`src/rtl/scfa_pkg.sv`:
```
// Shared types and constants for the size-class free-run allocator.
// No dependencies.
package scfa_pkg;

  // Class numbers are 5 bits wide; all ones means "no class"
  localparam int unsigned CLASS_W = 5;
  localparam logic [CLASS_W-1:0] NO_CLASS = 5'd31;

  // Result status codes
  typedef enum logic [2:0] {
    ST_GRANTED = 3'd0,
    ST_NO_FIT  = 3'd1,
    ST_ADDED   = 3'd2,
    ST_DUP     = 3'd3,
    ST_FULL    = 3'd4,
    ST_BAD     = 3'd5
  } status_e;

  // Controller states
  typedef enum logic [3:0] {
    S_IDLE,
    S_CLASS,
    S_FREE_RD,
    S_FREE_CMP,
    S_FREE_ADD,
    S_ALLOC_INIT,
    S_ALLOC_CHK,
    S_ALLOC_RD,
    S_ALLOC_CMP,
    S_LOWER
  } state_e;

endpackage

```
`src/rtl/scfa_class_map.sv`:
```
// Maps a page count to its size class; the class output is registered.
// Depends on scfa_pkg.
module scfa_class_map
  import scfa_pkg::*;
#(
  parameter int unsigned NUM_CLASSES = 24
) (
  input  logic               clk_i,
  input  logic               rst_ni,
  input  logic [31:0]        pages_i,
  input  logic [4:0]         base_i,
  output logic [CLASS_W-1:0] cls_o
);

  localparam logic [5:0] LAST_CLASS = 6'(NUM_CLASSES - 1);

  logic [31:0]        pm1;
  logic [5:0]         need;
  logic [5:0]         diff;
  logic [CLASS_W-1:0] cls_d;
  logic [CLASS_W-1:0] cls_q;

  // Bits needed for pages-1 gives the smallest power of two that holds the run
  always_comb begin
    pm1  = pages_i - 32'd1;
    need = 6'd0;
    for (int i = 0; i < 32; i++) begin
      if (pm1[i]) begin
        need = 6'(i + 1);
      end
    end
    diff = need - {1'b0, base_i};
    if (need <= {1'b0, base_i}) begin
      cls_d = '0;
    end else if (diff >= LAST_CLASS) begin
      cls_d = CLASS_W'(LAST_CLASS);
    end else begin
      cls_d = diff[CLASS_W-1:0];
    end
  end

  always_ff @(posedge clk_i or negedge rst_ni) begin
    if (!rst_ni) begin
      cls_q <= '0;
    end else begin
      cls_q <= cls_d;
    end
  end

  assign cls_o = cls_q;

endmodule

```
`config.mk`:
```
export PLATFORM = sky130hd
export DESIGN_NAME = scfa_class_map
export DESIGN_NICKNAME = d
export VERILOG_FILES = /design/src/rtl/scfa_pkg.sv /design/src/rtl/scfa_class_map.sv
export SDC_FILE = /design/constraint.sdc
export NUM_CORES = 1
export LEC_CHECK = 0
export ABC_AREA = 1
export BUFFER_PORTS_ARGS = -buffer_cell sky130_fd_sc_hd__buf_2
export CAP_MARGIN = 20
export CORE_ASPECT_RATIO = 1.5
export CORE_MARGIN = 8
export CORE_UTILIZATION = 40
export CTS_CLUSTER_SIZE = 12
export DETAILED_ROUTE_END_ITERATION = 16
export PLACE_DENSITY = 0.64
export SYNTH_ARGS = -nofsm -noshare
export SYNTH_HDL_FRONTEND = slang
export SYNTH_SLANG_ARGS = --single-unit
```
`constraint.sdc`:
```
create_clock -name clk_i -period 0.8 [get_ports clk_i]
set_input_delay 0.16 -clock clk_i [delete_from_list [all_inputs] [get_ports clk_i]]
set_output_delay 0.16 -clock clk_i [all_outputs]
set_load 0.05 [all_outputs]
```
Word level (Yosys, flattened, before mapping)
Index checks and enable logic that the tools add are counted.
{ "word_totals": {"ff_bits": 5, "out_inout_bits": 5, "word_cells": 39} }
{ "classes": {"n_addsub": 2, "order_cmp": 2, "n_mux": 34} }
{ "op_table": {"columns": ["op", "n"], "rows": [
  ["$mux 6", 30],
  ["$sub 32x1->32 const B", 1],
  ["$mux 5", 2],
  ["$ge 6x5->1 const B", 1],
  ["$le 6x5->1", 1],
  ["$sub 6x5->6", 1],
  ["$mux 2", 1],
  ["$mux 1", 1]
]} }

Longest topological paths before layout
{ "depth": {"depth_word": 37, "mapped_depth": 45, "depth_no_buf": 45} }

Least setup slack after synthesis
No wires, ideal clock.
{ "synth_timing": {"kind": "in2reg", "start": "input pages_i[0]", "end": "register cls_q[1] (netlist: cls_o[1])", "setup_time_ns": 0.117, "arrival_time_ns": 3.278, "setup_slack_ns": -2.595, "stages": 31, "path_buffers": 0, "path_cell_list": "inv_1 ha_1 nand2_2 nor2_4 nand2_2 nor4_4 nand2_2 nor3_4 xnor2_1 nand2_1 nand2_1 nand2_1 nand2_1 nand2_1 nand2_1 nand2_1 nand2_1 nand2_1 nand2_1 nand2_1 nand2_1 nand2_1 nand2_1 ha_1 inv_1 fa_1 xor2_1 a31oi_1 o21ai_2 o21ai_1 inv_1"} }
{ "synth_via": {"elab_chain_len": 37, "elab_cells_between_ends": 38, "cone_classes": "add/sub: 2; order compare: 2; mux: 34"} }
{ "synth_lines": {"columns": ["item", "line", "rtl"], "rows": [
  ["start, declared", "scfa_class_map.sv:10", "input logic [31:0] pages_i,"],
  ["$sub 32x1->32 *", "scfa_class_map.sv:25", "pm1 = pages_i - 32'd1;"],
  ["$mux 1", "scfa_class_map.sv:28", "if (pm1[i]) begin"],
  ["$mux 2", "scfa_class_map.sv:28", null],
  ["$mux 6 (29 in a row)", "scfa_class_map.sv:28", null],
  ["$mux 6 *", "scfa_class_map.sv:28", null],
  ["$sub 6x5->6", "scfa_class_map.sv:32", "diff = need - {1'b0, base_i};"],
  ["$ge 6x5->1", "scfa_class_map.sv:35", "end else if (diff >= LAST_CLASS) begin"],
  ["$mux 5", "scfa_class_map.sv:35", null],
  ["$mux 5 *", "scfa_class_map.sv:33", "if (need <= {1'b0, base_i}) begin"],
  ["via cls_d[1]", "scfa_class_map.sv:20", "logic [CLASS_W-1:0] cls_d;"],
  ["end signal, assigned", "scfa_class_map.sv:46", "cls_q <= cls_d;"],
  ["end, declared", "scfa_class_map.sv:21", "logic [CLASS_W-1:0] cls_q;"]
]} }
The timed path passes the listed nets; every way through them passes the cells marked *.

Final worst setup path
{ "layout_timing": {"start": "input pages_i[0]", "end": "register cls_q[0] (netlist: cls_o[0])"} }
The elaborated chain is that of the path after synthesis.

==> flow_summary.toml <==
[run_status]
status = "finished with violations"
violations = "setup timing"

[clock_network]
htree_num_levels = 1
clk_pin_slew_ns = 0.04
root_buffer = "clkbuf_8"
clk_path_buf_depth = 2
tritoncts = "yes"
cts_num_sinks = 5
numCtsBuffers = 3

[power_and_ir_drop]
p_per_area_nw_per_um2 = 868.0
ir_worst_vdd_mv = 1.065
p_leak_nw = 1.271

[worst_setup_path]
path_delay_family = "simple AND/OR/NAND/NOR gates"
path_class = "in -> reg"
worstPathArrival_ns = 3.45
worst-path-buf-inv = 4
end_kind = "flop"
cpPeakStageDelay_ns = 0.37
worst-path-max-fanout = 4
start_kind = "primary input"
required_ns = 0.90
crit_slowest_cell = "fa_2"
crit_top_cell = "nand2_1"

[synth]
postSynthCellCount = 242
synth_nets = 289
ys_ff_latch = 5
synth_cell_types = 30
synth_area_um2 = 1464
synth_seq_area_share_pct = 8.547
ys_warn_count = 0
syn_area_per_cell_um2 = 6.049

[cells_and_area]
layout-drive-gt1-share_pct = 47.67
nNetsFinal = 413
layout_common_cells = "buf_4, nand2_1, nor2_1"
syn_to_final_growth_pct = 74.02
fin_area_um2 = 2547
fillers = 325
layout_commonest_cell = "buf_4"
largest_reg_flops = 5
diodes = 0

[die]
fp.dieH_um = 90.09
start_util_pct = 40.88
die-width_um = 65.40
rows = 27
io_pins = 44
core_um2 = 3581
die_area_um2 = 5891

[sta]
timing.fmax_mhz = 299.1
period_minus_slack_ns = 3.343
fin_crit_sh_pct = 417.9
fin_ws_ns = -2.543
worstMarginPinSlew_ns = 0.2964
hold_viol_final = 0
rsz0062_at_grt = "true"
setup_viol = 10
hold_slack_ns = 0.2809
report.final.slew_viol_count = 0
slew_headroom_pct = 80.09

[placement]
place_hpwl_mm = 3.441
placed_area_um2 = 2296
io_buffers = 43
gp_congestion = 0.8000

[route]
wl_met1_mm = 1.454
wl_met2_mm = 2.351
routed_wl_mm = 3.935
drtIter0Drc = 33
met3_length_um = 109
viasPerCell = 4.544
ant_nets = 0
firstDrtPassIters = 4
drc_errors = 0
vias = 1854
wl_per_cell_um = 9.645
highest_layer = "met4"

[min_path]
hp-class = "in -> async"

[global_route]
grt_usage_pct = 13.31
antenna_found_initial = 0
grt_overflow = 0
grt_pass1_wl_mm = 6.803
grt_pass1_vias = 1838
grt_max_degree = 6

[job]
maxCapViolations = 0
## power breakdown
group / internal (mW) / switching, mW
clock network: 0.341 / 0.115
registers: 0.303 / 0.0266
logic: 0.674 / 0.752
total: 1.32 / 0.893
## final timing paths
check                      depth (start not counted)   startpoint       end
max in group asynchronous                          2       rst_ni  cls_o[1]
worst max-delay path                              32   pages_i[0]  cls_o[0]
worst min-delay path                               2       rst_ni  cls_o[0]
min in group clk_i                                 7  pages_i[31]  cls_o[4]
## per-layer routing
metal	global-route usage, %	vias up
met4	3.108	0
li1	-	1011
met5	0	-
met1	13.54	818
met3	0.9938	2
met2	26.96	23
## Yosys cell counts
| library cell | n | share of area (%) |
|---|---|---|
| and3_1 | 1 | 0.43 |
| nand3b_1 | 3 | 1.5 |
| nor2_2 | 1 | 0.43 |
| o21ai_0 | 1 | 0.34 |
| nor3_4 | 3 | 3.3 |
| inv_1 | 27 | 6.9 |
| o21bai_1 | 1 | 0.51 |
| ha_1 | 7 | 6.0 |
| or4_1 | 1 | 0.51 |
| nor2_4 | 2 | 1.5 |
| a31oi_1 | 3 | 1.3 |
| nand4_1 | 3 | 1.3 |
| xor2_1 | 15 | 9.0 |
| xnor2_2 | 1 | 1.1 |
| fa_1 | 1 | 1.4 |
| nand2_2 | 4 | 1.7 |
| inv_2 | 2 | 0.51 |
| nand3_1 | 12 | 4.1 |
| o21ai_1 | 3 | 1.0 |
| a21oi_1 | 6 | 2.1 |
| nand2_1 | 74 | 19 |
| xnor2_1 | 13 | 7.8 |
| nor3_2 | 3 | 2.1 |
| o21ai_2 | 1 | 0.60 |
| nor2_1 | 43 | 11 |
| nor4_1 | 1 | 0.43 |
| nor3_1 | 1 | 0.34 |
| dfrtp_1 | 5 | 8.5 |
| nor4_4 | 2 | 2.9 |
| nand3_4 | 2 | 2.4 |
## kinds of logic after synthesis
logic type      after synthesis  share of synthesized area (%)
compound gates               15                          5.812
buf+inv                      29                          7.436
simple gates                156                          52.99
flops                         5                          8.547
fa+ha+maj                     8                          7.350
xor+xnor                     29                          17.86
## repair_timing
| item | CTS | global route |
|---|---|---|
| pin swaps | 3 | 5 |
| resized for setup | 19 | 20 |
| endpoints found under the setup margin | 10 | 10 |
| hold buffers | 1 | 0 |
| buffers inserted | 1 | 3 |
| hold endpoints to repair | 5 | 0 |
## per-stage QoR
step / TNS, ns / setup slack (ns) / power [mW] / std cells / utilization (%)
after floorplan: -11.87 / -2.402 / 1.000 / 242 / -
after global placement: -13.55 / -2.742 / 1.556 / 399 / 64.12
after detailed placement: -13.82 / -2.789 / 1.578 / 399 / 64.12
after CTS: -13.08 / -2.533 / 2.151 / 405 / 67.92
after global routing: -14.88 / -2.890 / 2.390 / 408 / 71.14
final: -13.00 / -2.543 / 2.211 / 408 / 71.14
## area by class of cell
cell class,instances,area (um^2),area share [%]
Multi-Input combinational cell,208,1383,54.27
Timing Repair Buffer,119,825.8,32.42
Sequential cell,5,125.1,4.912
Inverter,29,115.1,4.519
Tap cell,43,53.80,2.112
Clock buffer,4,45.04,1.768
No activity file was read; power rests on OpenSTA's default activity.
